## config.mk

```make
export PLATFORM = sky130hd
export DESIGN_NAME = ecg_bar_display_driver_top
export DESIGN_NICKNAME = d
export VERILOG_FILES = /design/src/rtl/core/ecgbd_pkg.sv /design/src/rtl/core/ecgbd_ring_cell.sv /design/src/rtl/core/ecgbd_led_cell.sv /design/src/rtl/core/ecg_bar_display_driver_top.sv
export SDC_FILE = /design/constraint.sdc
export NUM_CORES = 1
export LEC_CHECK = 0
export ABC_CLOCK_PERIOD_IN_PS = 4400
export CAP_MARGIN = 20
export CORE_ASPECT_RATIO = 2
export CORE_MARGIN = 8
export CORE_UTILIZATION = 35
export CTS_CLUSTER_SIZE = 20
export DETAILED_ROUTE_END_ITERATION = 12
export DONT_BUFFER_PORTS = 1
export PLACE_DENSITY = 0.61
export SETUP_SLACK_MARGIN = 0.1
export SLEW_MARGIN = 40
export SYNTH_ARGS = -nofsm -noshare
export SYNTH_HDL_FRONTEND = slang
export SYNTH_SLANG_ARGS = --single-unit
```

## constraint.sdc

```tcl
create_clock -name clock -period 4.4 [get_ports clock]
set_input_delay 0.88 -clock clock [delete_from_list [all_inputs] [get_ports clock]]
set_output_delay 0.88 -clock clock [all_outputs]
set_load 0.005 [all_outputs]
```

## src/rtl/core/ecgbd_pkg.sv

```systemverilog
// ----------------------------------------------------------------------------
// ecgbd_pkg - shared types and constants of the ECG bar display driver
// Widths, register indexes, item kinds, LED cell commands and the bar lookup.
// ----------------------------------------------------------------------------
package ecgbd_pkg;

   // Filter window and LED bar size; WINDOW must stay a power of two
   localparam int WINDOW    = 8;
   localparam int LED_COUNT = 8;
   localparam int BAR_SPAN  = 585;

   localparam int SAMPLE_W  = 13;
   localparam int VALUE_W   = 12;
   localparam int WIN_W     = $clog2(WINDOW);
   localparam int SUM_W     = VALUE_W + WIN_W;
   localparam int LED_W     = $clog2(LED_COUNT);
   localparam int DUTY_W    = 8;
   localparam int PIN_W     = 3;
   localparam int CFG_W     = 8;
   localparam int CSR_IDX_W = 2;
   localparam int REQ_DATA_W = 16;
   localparam int RSP_DATA_W = 16;

   localparam logic [CSR_IDX_W-1:0] CSR_DECAY_STEP   = 2'd0;
   localparam logic [CSR_IDX_W-1:0] CSR_REFRESH_DIV  = 2'd1;
   localparam logic [CSR_IDX_W-1:0] CSR_MARKER_LEVEL = 2'd2;

   localparam logic [CFG_W-1:0] DECAY_STEP_RESET   = 8'd50;
   localparam logic [CFG_W-1:0] REFRESH_DIV_RESET  = 8'd3;
   localparam logic [CFG_W-1:0] MARKER_LEVEL_RESET = 8'd255;

   localparam logic KIND_SAMPLE = 1'b0;
   localparam logic KIND_TICK   = 1'b1;

   typedef enum logic [1:0] {
      LED_HOLD,
      LED_REFRESH,
      LED_CLEAR,
      LED_ROTATE
   } led_op_type;

   typedef struct packed {
      led_op_type            op;
      logic [DUTY_W-1:0]     decay_step;
      logic [DUTY_W-1:0]     marker_level;
   } led_ctl_type;

   // LED lit by the bar: LED_COUNT - min(avg / BAR_SPAN + 1, LED_COUNT - 1)
   function automatic logic [LED_W-1:0] bar_led(input logic [VALUE_W-1:0] avg);
      int bar;
      bar = 1;
      for (int k = 1; k < LED_COUNT - 1; k++) begin
         if (int'(avg) >= k * BAR_SPAN) bar = bar + 1;
      end
      return LED_W'(LED_COUNT - bar);
   endfunction

endpackage

```

## src/rtl/core/ecgbd_ring_cell.sv

```systemverilog
// ----------------------------------------------------------------------------
// ecgbd_ring_cell - one tap of the sample window
// Holds one clamped sample and takes its neighbor's value on each new sample.
// ----------------------------------------------------------------------------
module ecgbd_ring_cell
   import ecgbd_pkg::*;
(
   input  logic               clock,
   input  logic               reset,
   input  logic               shift,
   input  logic [VALUE_W-1:0] value_prev,
   output logic [VALUE_W-1:0] value
);

   logic [VALUE_W-1:0] value_ff;
   logic [VALUE_W-1:0] value_in;

   always_comb begin
      value_in = shift ? value_prev : value_ff;
   end

   always_ff @(posedge clock) begin
      if (reset) begin
         value_ff <= '0;
      end else begin
         value_ff <= value_in;
      end
   end

   assign value = value_ff;

endmodule

```

## src/rtl/core/ecgbd_led_cell.sv

```systemverilog
// ----------------------------------------------------------------------------
// ecgbd_led_cell - one LED duty of the bar
// Decays or marks its duty on refresh, clears on leads-off, rotates on frames.
// ----------------------------------------------------------------------------
module ecgbd_led_cell
   import ecgbd_pkg::*;
(
   input  logic              clock,
   input  logic              reset,
   input  led_ctl_type       ctl,
   input  logic              is_marker,
   input  logic [DUTY_W-1:0] duty_next,
   output logic [DUTY_W-1:0] duty
);

   logic [DUTY_W-1:0] duty_ff;
   logic [DUTY_W-1:0] duty_in;
   logic [DUTY_W-1:0] decayed;

   always_comb begin
      // saturating decay toward zero
      decayed = (duty_ff > ctl.decay_step) ? duty_ff - ctl.decay_step : '0;
      case (ctl.op)
         LED_HOLD:    duty_in = duty_ff;
         LED_REFRESH: duty_in = is_marker ? ctl.marker_level : decayed;
         LED_CLEAR:   duty_in = '0;
         LED_ROTATE:  duty_in = duty_next;
         default:     duty_in = duty_ff;
      endcase
   end

   always_ff @(posedge clock) begin
      if (reset) begin
         duty_ff <= '0;
      end else begin
         duty_ff <= duty_in;
      end
   end

   assign duty = duty_ff;

endmodule

```

## src/rtl/core/ecg_bar_display_driver_top.sv

```systemverilog
// ----------------------------------------------------------------------------
// ecg_bar_display_driver_top - ECG moving-average filter driving an LED bar
// Sample beats (tuser kind 0) clamp at zero into an 8-tap shift window with a
// running sum; the average is the sum over 8. Tick beats (kind 1) count, and
// the first tick and every refresh_divider-th tick after it refresh the bar:
// each duty decays by decay_step, the bar LED for the average and LED 0 take
// marker_level, and 8 pin/duty frames leave, pins 0 upward, tlast on the
// eighth. A sample beat with leads_off set clears every duty, sends 8 zero
// frames and leaves the block ignoring all beats until reset. Sample beats and
// ticks without refresh leave req_tready high; a refreshing tick or a leads-off
// sample holds req_tready low until its last frame beat is taken, because the
// frames leave from the head of the LED cell chain as it rotates by one cell
// per beat and no request is taken meanwhile.
// ----------------------------------------------------------------------------
module ecg_bar_display_driver_top
   import ecgbd_pkg::*;
(
   input  logic                  clock,
   input  logic                  reset,
   // req_tdata: [12:0] sample
   input  logic [REQ_DATA_W-1:0] req_tdata,
   // req_tuser: [0] kind, [1] leads_off
   input  logic [1:0]            req_tuser,
   input  logic                  req_tvalid,
   output logic                  req_tready,
   // rsp_tdata: [2:0] pin_index, [10:3] duty
   output logic [RSP_DATA_W-1:0] rsp_tdata,
   output logic                  rsp_tlast,
   output logic                  rsp_tvalid,
   input  logic                  rsp_tready,
   input  logic                  csr_valid,
   output logic                  csr_ready,
   input  logic [CSR_IDX_W-1:0]  csr_index,
   input  logic [CFG_W-1:0]      csr_data
);

   logic [CFG_W-1:0]   decay_step_ff, decay_step_in;
   logic [CFG_W-1:0]   refresh_div_ff, refresh_div_in;
   logic [CFG_W-1:0]   marker_level_ff, marker_level_in;
   logic [SUM_W-1:0]   sum_ff, sum_in;
   logic [CFG_W-1:0]   tick_count_ff, tick_count_in;
   logic               active_ff, active_in;
   logic               busy_ff, busy_in;
   logic [LED_W-1:0]   frame_cnt_ff, frame_cnt_in;

   logic               req_fire, rsp_fire, frame_last;
   logic               take_sample, take_tick, do_refresh, lead_trip;
   logic [SAMPLE_W-1:0] sample;
   logic [VALUE_W-1:0] clamped;
   logic [VALUE_W-1:0] average;
   logic [LED_W-1:0]   bar_idx;
   logic [CFG_W:0]     tick_next;
   led_ctl_type        led_ctl;

   logic [VALUE_W-1:0] ring_q [WINDOW];
   logic [DUTY_W-1:0]  duty_q [LED_COUNT];

   assign csr_ready  = 1'b1;
   assign req_tready = !busy_ff;
   assign req_fire   = req_tvalid && req_tready;
   assign rsp_fire   = rsp_tvalid && rsp_tready;
   assign frame_last = (frame_cnt_ff == LED_W'(LED_COUNT - 1));

   assign sample      = req_tdata[SAMPLE_W-1:0];
   assign clamped     = sample[SAMPLE_W-1] ? '0 : sample[VALUE_W-1:0];
   assign take_sample = req_fire && active_ff && (req_tuser[0] == KIND_SAMPLE);
   assign take_tick   = req_fire && active_ff && (req_tuser[0] == KIND_TICK);
   assign do_refresh  = take_tick && (tick_count_ff == '0);
   assign lead_trip   = take_sample && req_tuser[1];

   assign average = sum_ff[SUM_W-1:WIN_W];
   assign bar_idx = bar_led(average);

   // sample window: a shift chain, the last tap is the oldest sample
   for (genvar i = 0; i < WINDOW; i++) begin : g_ring
      ecgbd_ring_cell u_cell (
         .clock      (clock),
         .reset      (reset),
         .shift      (take_sample),
         .value_prev ((i == 0) ? clamped : ring_q[(i == 0) ? 0 : i - 1]),
         .value      (ring_q[i])
      );
   end

   always_comb begin
      led_ctl.decay_step   = decay_step_ff;
      led_ctl.marker_level = marker_level_ff;
      if (lead_trip)       led_ctl.op = LED_CLEAR;
      else if (do_refresh) led_ctl.op = LED_REFRESH;
      else if (rsp_fire)   led_ctl.op = LED_ROTATE;
      else                 led_ctl.op = LED_HOLD;
   end

   // LED chain rotates toward cell 0, which feeds the frame output
   for (genvar i = 0; i < LED_COUNT; i++) begin : g_led
      ecgbd_led_cell u_cell (
         .clock     (clock),
         .reset     (reset),
         .ctl       (led_ctl),
         .is_marker ((i == 0) || (bar_idx == LED_W'(i))),
         .duty_next (duty_q[(i + 1) % LED_COUNT]),
         .duty      (duty_q[i])
      );
   end

   always_comb begin
      decay_step_in   = decay_step_ff;
      refresh_div_in  = refresh_div_ff;
      marker_level_in = marker_level_ff;
      if (csr_valid && csr_ready) begin
         case (csr_index)
            CSR_DECAY_STEP:   decay_step_in   = csr_data;
            CSR_REFRESH_DIV:  refresh_div_in  = csr_data;
            CSR_MARKER_LEVEL: marker_level_in = csr_data;
            default:          ;
         endcase
      end

      sum_in = take_sample ? sum_ff - SUM_W'(ring_q[WINDOW-1]) + SUM_W'(clamped) : sum_ff;

      tick_next     = {1'b0, tick_count_ff} + 1'b1;
      tick_count_in = tick_count_ff;
      if (take_tick) begin
         // wrap on reaching the divider; a divider of zero wraps every tick
         tick_count_in = (tick_next >= {1'b0, refresh_div_ff}) ? '0 : tick_next[CFG_W-1:0];
      end

      active_in    = lead_trip ? 1'b0 : active_ff;
      busy_in      = busy_ff;
      frame_cnt_in = frame_cnt_ff;
      if (lead_trip || do_refresh) begin
         busy_in = 1'b1;
      end else if (rsp_fire) begin
         frame_cnt_in = frame_last ? '0 : frame_cnt_ff + 1'b1;
         if (frame_last) busy_in = 1'b0;
      end
   end

   always_ff @(posedge clock) begin
      if (reset) begin
         decay_step_ff   <= DECAY_STEP_RESET;
         refresh_div_ff  <= REFRESH_DIV_RESET;
         marker_level_ff <= MARKER_LEVEL_RESET;
         sum_ff          <= '0;
         tick_count_ff   <= '0;
         active_ff       <= 1'b1;
         busy_ff         <= 1'b0;
         frame_cnt_ff    <= '0;
      end else begin
         decay_step_ff   <= decay_step_in;
         refresh_div_ff  <= refresh_div_in;
         marker_level_ff <= marker_level_in;
         sum_ff          <= sum_in;
         tick_count_ff   <= tick_count_in;
         active_ff       <= active_in;
         busy_ff         <= busy_in;
         frame_cnt_ff    <= frame_cnt_in;
      end
   end

   assign rsp_tvalid = busy_ff;
   assign rsp_tlast  = frame_last;
   assign rsp_tdata  = RSP_DATA_W'({duty_q[0], PIN_W'(frame_cnt_ff)});

endmodule

```

Word level (Yosys, flattened, before mapping)
Cells that the tools add are included.
Word-level totals
  bits in registers: 212
  output and inout bits: 20
  word-level logic and storage cells: 126
Cells by class
  add/subtract/negate cells: 17
  magnitude comparators: 14
  eq/ne operators: 13
  muxes and demuxes: 37
  bitwise gates (word level): 2
  reductions and logical operators: 19
Operators by type and width (number)
  one-hot mux 8 bit (3 select lines): 8
  two-way mux 8 bit: 15
  > comparator 8 bit: 7
  subtractor 8 bit: 7
  >= comparator 12 bit, second input constant: 3
  >= comparator 12 x 11 -> 1 bit, second input constant: 2
  two-way mux 3 bit: 6
  adder 15 x 12 -> 15 bit: 1
  equality test 3 bit, second input constant: 5
  subtractor 15 x 12 -> 15 bit: 1
  >= comparator 12 x 10 -> 1 bit, second input constant: 1
  two-way mux 12 bit: 1
  AND reduction 2 bit: 5
  adder 3 x 2 -> 3 bit, second input constant: 3
  adder 8 x 1 -> 9 bit, second input constant: 1
  >= comparator 9 x 8 -> 1 bit: 1
  logical NOT 8 bit: 1
  two-way mux 2 bit: 4
  logical AND 1 bit: 7
  adder 3 x 1 -> 3 bit, second input constant: 2
  equality test 2 bit, second input constant: 3
  equality test 3 x 2 -> 1 bit, second input constant: 2
  equality test 2 x 1 -> 1 bit, second input constant: 2
  logical NOT 2 bit: 2
  8 further kinds: 12

Depth between registers and ports, before layout
Gate-level depths: netlist of run 1.
  depth in word-level cells: 16
  mapped depth: 21

Modules after synthesis
A second synthesis of run 1 with hierarchy kept.
Unflattened totals
  cells, all modules: 1810
  area, all modules: 14786.7 um^2
Modules (own cells, without submodules)
  ecgbd_led_cell (g_led[1].u_cell ...): instances 7, cells each 123, area an instance 893.4 um^2
  ecg_bar_display_driver_top: instances 1, cells each 521, area an instance 4280.4 um^2
  ecgbd_ring_cell: instances 8, cells each 38, area an instance 420.4 um^2
  ecgbd_led_cell (g_led[0].u_cell): instances 1, cells each 124, area an instance 889.6 um^2

Least setup slack after synthesis of run 1
Ideal clock, no wire load.
  path type: register -> register
  from: reg sum_ff[8]
  to: reg g_led[6].u_cell.duty_ff[7]
  setup time: 0.086 ns
  arrival time: 3.929 ns
  required time: 4.314 ns
  setup slack: 0.385 ns
  stages on the path, launching flop included: 17
  path buffers: 1
  period minus slack after synthesis: 4.015 ns
  cell sequence: dfxtp_1 -> buf_2 -> inv_1 -> a31oi_1 -> nor3_1 -> o21ai_0 -> fa_1 -> xnor2_2 -> ha_1 -> nor2_1 -> nor2_1 -> ha_1 -> nor2b_1 -> xnor3_4 -> nor3_4 -> mux2_2 -> a211oi_1
On the way
  word-level cells in the longest chain between the ends: 16
  elaborated cells on any way between the ends: 21
  those cells by class: add/sub: 6; order compare: 6; eq/ne: 1; mux: 8
Ends and longest elaborated chain
  start: declaration: RTL line ecg_bar_display_driver_top.sv:40  | logic [SUM_W-1:0] sum_ff, sum_in;
  start signal: assignment: RTL line ecg_bar_display_driver_top.sv:153  | sum_ff <= sum_in;
  >= comparator 12 x 10 -> 1 bit: RTL line ecgbd_pkg.sv:53  | if (int'(avg) >= k * BAR_SPAN) bar = bar + 1;
  two-way mux 2 bit: RTL line ecgbd_pkg.sv:53
  adder 2 x 1 -> 3 bit: RTL line ecgbd_pkg.sv:53
  two-way mux 3 bit: RTL line ecgbd_pkg.sv:53
  adder 3 x 1 -> 3 bit: RTL line ecgbd_pkg.sv:53
  two-way mux 3 bit: RTL line ecgbd_pkg.sv:53
  adder 3 x 2 -> 3 bit: RTL line ecgbd_pkg.sv:53
  two-way mux 3 bit: RTL line ecgbd_pkg.sv:53
  adder 3 x 2 -> 3 bit: RTL line ecgbd_pkg.sv:53
  two-way mux 3 bit: RTL line ecgbd_pkg.sv:53
  adder 3 x 2 -> 3 bit: RTL line ecgbd_pkg.sv:53
  two-way mux 3 bit (*): RTL line ecgbd_pkg.sv:53
  subtractor 1 x 3 -> 3 bit (*): RTL line ecgbd_pkg.sv:55  | return LED_W'(LED_COUNT - bar);
  equality test 3 bit (*): RTL line ecg_bar_display_driver_top.sv:100  | .is_marker ((i == 0) || (bar_idx == LED_W'(i))),
  two-way mux 8 bit (*): RTL line ecgbd_led_cell.sv:25  | LED_REFRESH: duty_in = is_marker ? ctl.marker_level : decayed;
  one-hot mux 8 bit (3 select lines) (*): RTL line ecgbd_led_cell.sv:23  | case (ctl.op)
  end signal: assignment: RTL line ecgbd_led_cell.sv:36  | duty_ff <= duty_in;
  end: declaration: RTL line ecgbd_led_cell.sv:16  | logic [DUTY_W-1:0] duty_ff;
Every way passes the cells marked *; elsewhere a longest branch is shown, timed or not.
A chain may end at the register's enable or synchronous reset.

Worst setup path after layout of run 1
  from: reg sum_ff[6]
  to: reg g_led[7].u_cell.duty_ff[2]
On the way
  word-level cells in the longest chain between the ends: 16
  elaborated cells on any way between the ends: 21
  those cells by class: add/sub: 6; order compare: 6; eq/ne: 1; mux: 8
Ends and longest elaborated chain (RTL line)
  >= comparator 12 x 10 -> 1 bit: ecgbd_pkg.sv:53
  two-way mux 2 bit: ecgbd_pkg.sv:53
  adder 2 x 1 -> 3 bit: ecgbd_pkg.sv:53
  two-way mux 3 bit: ecgbd_pkg.sv:53
  adder 3 x 1 -> 3 bit: ecgbd_pkg.sv:53
  two-way mux 3 bit: ecgbd_pkg.sv:53
  adder 3 x 2 -> 3 bit: ecgbd_pkg.sv:53
  two-way mux 3 bit: ecgbd_pkg.sv:53
  adder 3 x 2 -> 3 bit: ecgbd_pkg.sv:53
  two-way mux 3 bit: ecgbd_pkg.sv:53
  adder 3 x 2 -> 3 bit: ecgbd_pkg.sv:53
  two-way mux 3 bit (*): ecgbd_pkg.sv:53
  subtractor 1 x 3 -> 3 bit (*): ecgbd_pkg.sv:55
  equality test 3 bit (*): ecg_bar_display_driver_top.sv:100
  two-way mux 8 bit (*): ecgbd_led_cell.sv:25
  one-hot mux 8 bit (3 select lines) (*): ecgbd_led_cell.sv:23
  end signal: assignment: ecgbd_led_cell.sv:36
  end: declaration: ecgbd_led_cell.sv:16
Marked as above.

==> results of run 1 <==
==> how the worst min path moves through the flow <==
| stage | startpoint | end | slack, ns |
|---|---|---|---|
| 2_1_floorplan | active_ff | active_ff | 0.43 |
| 3_3_place_gp | active_ff | active_ff | 0.44 |
| 3_5_place_dp | g_ring[4].u_cell.value[11] | g_ring[5].u_cell.value[11] | 0.44 |
| 4_1_cts | reset | decay_step_ff[7] | 0.44 |
| 5_1_grt | reset | refresh_div_ff[7] | 0.45 |
| 6_report | g_ring[6].u_cell.value[9] | g_ring[7].u_cell.value[9] | 0.44 |
==> logic make-up after synthesis <==
family	after synthesis	synth area share, %
flops	212	32.8
simple gates	612	21.4
xor+xnor	53	4.02
buf+inv	189	6.16
compound gates	405	20.0
mux	43	3.34
fa+ha+maj	115	12.3
other cells	2	0.0580
==> state kept, by name, indices dropped and copies added (netlist names), 3 cells and up <==
signal               cells
decay_step_ff            8
frame_cnt_ff             3
g_led.u_cell.duty       64
g_ring.u_cell.value     96
marker_level_ff          8
refresh_div_ff           8
sum_ff                  15
tick_count_ff            8
==> repair_timing <==
action / in CTS / in global routing
endpoints found under the setup margin: 10 / 48
resized for setup: 2 / 7
pin swaps: 0 / 4
hold buffers: 0 / 0
setup buffers: 0 / 1
==> report_power, final <==
part           switching, W  leakage (nW)  internal (W)
clock network      0.000779         0.316      0.000991
registers          0.000133          1.73       0.00205
logic               0.00114          3.53      0.000858
total               0.00205          5.58       0.00390
==> critical path: cells and delay by family (launching register included) <==
family          cells  cell delay [ns]
simple gates        8             1.20
fa+ha+maj           3             0.96
compound gates      3             0.66
xor+xnor            2             0.53
flops               1             0.34
buf+inv             2             0.25
==> metal layers <==
layer | vias to the layer above | share of wire, %
li1 | 5509 | -
met1 | 5257 | 36
met2 | 265 | 52
met3 | 137 | 4.2
met4 | 0 | 7.8
met5 | - | 0
==> through the flow <==
stage | cell area [µm²] | hold WS (ns)
global placement | 13400 | 0.435
CTS | 14100 | 0.443
detailed placement | 13400 | 0.440
finish | 14100 | 0.444
floorplan | 13000 | 0.426
global route | 14100 | 0.445
==> placed cells by master (no fill, tap or decap), types with 9 or more instances in the layout <==
cell	instances
a211oi_1	46
a21o_1	12
a21oi_1	147
a311oi_1	12
a311oi_2	10
and2_1	9
buf_4	35
clkbuf_16	20
dfxtp_1	212
fa_1	20
ha_1	95
inv_1	82
mux2i_1	41
nand2_1	274
nand2b_1	35
nand3_1	15
nand3b_1	16
nand4_1	14
nor2_1	169
nor2b_1	18
nor3_1	14
o21a_1	13
o21ai_0	99
or3_1	15
xnor2_1	32
xor2_1	17
==> final cells by class <==
class	count	area (µm²)	area share, %
clock buffers	28	581	4.11
clock inverters	8	90.1	0.637
inverters	85	319	2.26
multi-input cells	1234	8000	56.6
flip-flops and latches	212	4240	30.0
well taps	454	568	4.02
repair buffers	39	334	2.36
==> results.yml, run 1 <==
run_status:
  outcome: "finished clean"
die:
  die_area_um2: 43800
  coreArea_um2: 36500
  fp.dieW_um: 152
  rows: 99
  fp.dieH_um: 288
  start_util_pct: 35.4
  pin_count: 53
synthesis:
  async_flop_share_pct: 0
  synth.top_cell.area_share_pct: 32.8
  synth-seq-cells: 212
  synth_edf_count: 0
  netlist_area_um2: 12900
  synth_ff_type: "dfxtp_1"
  synthTopCellsByArea: "dfxtp_1 (33%), ha_1 (9.2%), nand2_1 (8.0%), a21oi_1 (5.7%), nor2_1 (4.9%)"
  syn_inst: 1631
  ys_seq_area_share_pct: 32.8
  synth_warnings: 0
  synth_cell_types: 70
  synthTopCellsByCount: "nand2_1 (276), dfxtp_1 (212), nor2_1 (169)"
  yosysMostFrequentCell: "nand2_1"
  netlist.top_cell.by_area: "dfxtp_1"
  syn_area_per_cell_um2: 7.94
sta:
  hold_violations: 0
  fin_ws_ns: 0.361
  clock_skew_ns: 0.0144
  finalSetupTns_ns: 0
  worst_pin_slew_ns: 0.762
  rsz0062_at_grt: "false"
  finalSetupViolations: 0
  fin_crit_sh_pct: 91.8
  timing.slew.headroom_pct: 49.1
  slew_violations: 0
  fmax_mhz: 248
  min_period_ns: 4.04
finish:
  n_fill_cell: 3742
  fin_util_pct: 38.7
  antenna_cells: 0
  drive_gt1_share_pct: 7.53
  num-nets-final: 1740
  area_growth_pct: 9.17
  final_cell_count_no_fill: 2060
clock_network:
  cts_made_buffers: 20
  cts.path.max_buffers: 3
  clk_root_buffer_cell: "clkbuf_16"
  cts.sinks: 212
  h-tree-depth: 1
  cts_tree: "yes"
  worstSkewPairLatency_ns: 0.52
  clk_pin_slew_ns: 0.07
global_route:
  first_global_vias: 11200
  overflow: 0
  top_usage_layer: "met2"
  grt_max_degree: 208
  use_met1_pct: 15.1
  grt_usage_pct: 15.8
  use_met3_pct: 2.09
  antenna_found_initial: 0
  grtUsageMet2_pct: 30.3
  grt_first_pass_wirelength_mm: 56.9
critical_path:
  cp-start-kind: "flip-flop"
  slowest_delay_ns: 0.51
  r2r-start: "sum_ff[6]"
  crit_path_end_kind: "flip-flop"
  critical-path-slowest-cell: "or4_1"
  worstPathCellList: "inv_2, a31oi_2, o31ai_2, nand3_1, nand2_1, nand2_1, fa_1, xnor2_2, ha_1, nor2_1, nor2_1, ha_1, nor2b_1, xnor3_4, nor3_4, buf_12, or4_1, a311oi_1"
  cp.required_ns: 4.82
  crit_fanout: 15
  path_class: "reg2reg"
  cp-startpoint: "sum_ff[6]"
  ff2ff_setup_slack_ns: 0.36
  cp.arrival_ns: 4.46
  endpoint: "g_led[7].u_cell.duty[2]"
  r2r_end: "g_led[7].u_cell.duty[2]"
  reg2regPathDepth: 18
pwr:
  power_density_nw_per_um2: 421
  power_w: 0.00595
  p_leak_nw: 5.58
  peakVddDrop_mv: 0.191
placement:
  dp_hpwl_mm: 25.2
  io_buffers: 0
  gp_congestion: 0.856
  place_ws_ns: 0.0201
  dpl.cell_count: 2023
routing:
  wl_per_cell_um: 17.0
  routed_wl_mm: 35.0
  vias: 11200
  first_iter_violations: 559
  viasPerCell: 5.42
  drc_errors: 0
  drtPass1Iterations: 5
  drtAntennaViolNets: 0
worst_hold_path:
  holdCritPathClass: "reg2reg"
  whs_path_depth: 2
job:
  maxCapViolations: 0
No activity file was read; power rests on OpenSTA's default activity.
==> inputs of run 2 (changes only) <==
--- a/config.mk
+++ b/config.mk
@@ -14,6 +14,7 @@
 export DETAILED_ROUTE_END_ITERATION = 12
 export DONT_BUFFER_PORTS = 1
 export PLACE_DENSITY = 0.61
+export REMOVE_ABC_BUFFERS = 1
 export SETUP_SLACK_MARGIN = 0.1
 export SLEW_MARGIN = 40
 export SYNTH_ARGS = -nofsm -noshare
==> run 2 against run 1 <==
Against the previous run: final area up 1.4%; sequential cell count unchanged; die area unchanged; critical path depth down 2; critical path type unchanged; critical endpoint unchanged.
==> results.yml, run 2 (same netlist as run 1, synthesis figures left out) <==
run_status:
  outcome: "finished clean"
routing:
  drc_errors: 0
  viasPerCell: 5.45
  routed_wl_mm: 35.2
  wl_per_cell_um: 17.0
  drtAntennaViolNets: 0
  drtPass1Iterations: 5
  vias: 11300
  first_iter_violations: 519
die:
  coreArea_um2: 36500
  start_util_pct: 35.4
  fp.dieH_um: 288
  fp.dieW_um: 152
  pin_count: 53
  rows: 99
  die_area_um2: 43800
finish:
  largest_reg_flops: 96
  fin_util_pct: 39.2
  final_cell_mix: "nand2_1 (273), dfxtp_1 (212), nor2_1 (169)"
  area_growth_pct: 10.7
  num-nets-final: 1745
  drive_gt1_share_pct: 7.99
  final_common_cell: "nand2_1"
  design_area_um2: 14300
  antenna_cells: 0
  n_fill_cell: 3778
pwr:
  peakVddDrop_mv: 0.367
  p_leak_nw: 5.68
  power_w: 0.00634
  power_density_nw_per_um2: 442
sta:
  fin_crit_sh_pct: 93.2
  slew_violations: 0
  worst_pin_slew_ns: 0.787
  hold_violations: 0
  finalSetupViolations: 0
  clock_skew_ns: 0.0270
  finalSetupTns_ns: 0
  rsz0062_at_grt: "false"
  fmax_mhz: 244
  timing.slew.headroom_pct: 46.9
  min_period_ns: 4.10
critical_path:
  r2r_end: "g_led[7].u_cell.duty[2]"
  critical-path-slowest-cell: "or4_1"
  ff2ff_setup_slack_ns: 0.30
  path_class: "reg2reg"
  crit_fanout: 15
  crit_path_end_kind: "flip-flop"
  cp.arrival_ns: 4.53
  r2r-start: "sum_ff[14]"
  cp.required_ns: 4.83
  cp-start-kind: "flip-flop"
  slowest_delay_ns: 0.52
  reg2regPathDepth: 16
  worstPathCellList: "inv_1, ha_2, nand4_1, o31ai_4, fa_1, xnor2_2, ha_1, nor2_1, nor2_1, ha_1, nor2b_1, xnor3_4, nor3_4, buf_12, or4_1, a311oi_1"
clock_network:
  cts_made_buffers: 23
  worstSkewPairLatency_ns: 0.54
  cts_tree: "yes"
  clk_root_buffer_cell: "clkbuf_16"
  hold_buffers: 0
  clk_pin_slew_ns: 0.07
  h-tree-depth: 1
  cts.sinks: 212
  cts.path.max_buffers: 3
global_route:
  grt_max_degree: 208
  overflow: 0
  grt_usage_pct: 15.7
  first_global_vias: 11300
  antenna_found_initial: 0
  grt_first_pass_wirelength_mm: 56.8
worst_hold_path:
  min_to: "g_ring[6].u_cell.value[3]"
  holdCritPathClass: "reg2reg"
  whs_path_depth: 2
  hold_path.startpoint: "g_ring[5].u_cell.value[3]"
placement:
  post_dp_cell_area_um2: 13500
  dp_hpwl_mm: 24.6
  io_buffers: 0
  gp_congestion: 0.853
job:
  maxCapViolations: 0
## run 2: cell types whose count changed in the layout (fill, tap and decap cells not counted), sizes merged
cell | before | now
buf | 39 | 41
bufinv | 1 | 5
clkbuf | 28 | 30
clkinv | 3 | 4
clkinvlp | 4 | 2
inv | 85 | 86
## run 2: area by class of cell
class                      count  area, µm²  share of cell area [%]
multi-input combinational   1234       8010                    55.8
inverter                      85        319                    2.23
sequential                   212       4240                    29.6
timing repair buffer          41        362                    2.52
clock inverter                12        205                    1.43
tap                          454        568                    3.96
clock buffer                  30        632                    4.41
## run 2: metrics by stage
step	cells	hold WS [ns]	setup slack [ns]
finish	2068	0.435	0.301
floorplan	1531	0.426	-7.97
global route	2068	0.440	0.0675
CTS	2067	0.430	0.171
detailed placement	2025	0.445	0.144
global placement	2023	0.437	0.223
## run 2: power breakdown
part	switching, W	internal (W)
Clock	0.000845	0.00132
Combinational	0.00113	0.000865
Sequential	0.000140	0.00205
## run 2: worst max-delay path by stage
stage,startpoint,to,slack (ns)
floorplan,req_tvalid,g_led[5].u_cell.duty[0],-7.97
global placement,sum_ff[4],g_led[7].u_cell.duty[2],0.22
detailed placement,sum_ff[4],g_led[7].u_cell.duty[2],0.14
finish,sum_ff[14],g_led[7].u_cell.duty[2],0.30
global route,sum_ff[4],g_led[7].u_cell.duty[2],0.07
CTS,sum_ff[4],g_led[7].u_cell.duty[2],0.17
## run 2: timing repair
| action | 4_1_cts | 5_1_grt |
|---|---|---|
| pin swaps | 0 | 3 |
| gates resized for setup | 1 | 12 |
| buffers inserted | 0 | 1 |
| setup endpoints to repair | 2 | 55 |
## run 2: metal layers
layer,part of all wire (%),vias up,track usage (%),routed length (µm)
li1,-,5519,-,-
met1,38,5361,15.5,13200
met2,52,274,30.0,18300
met3,4.0,124,2.18,1410
met4,6.5,0,10.7,2270
met5,0,-,0,0
## run 2: critical path: cells and delay by family (launching register included)
kind | cells | cell delay [ns]
AO/OA/AOI/OAI | 2 | 0.51
XOR/XNOR | 2 | 0.55
adder cells (fa/ha/maj) | 4 | 1.20
buffers and inverters | 2 | 0.31
flip-flops | 1 | 0.37
AND/OR/NAND/NOR | 6 | 1.05
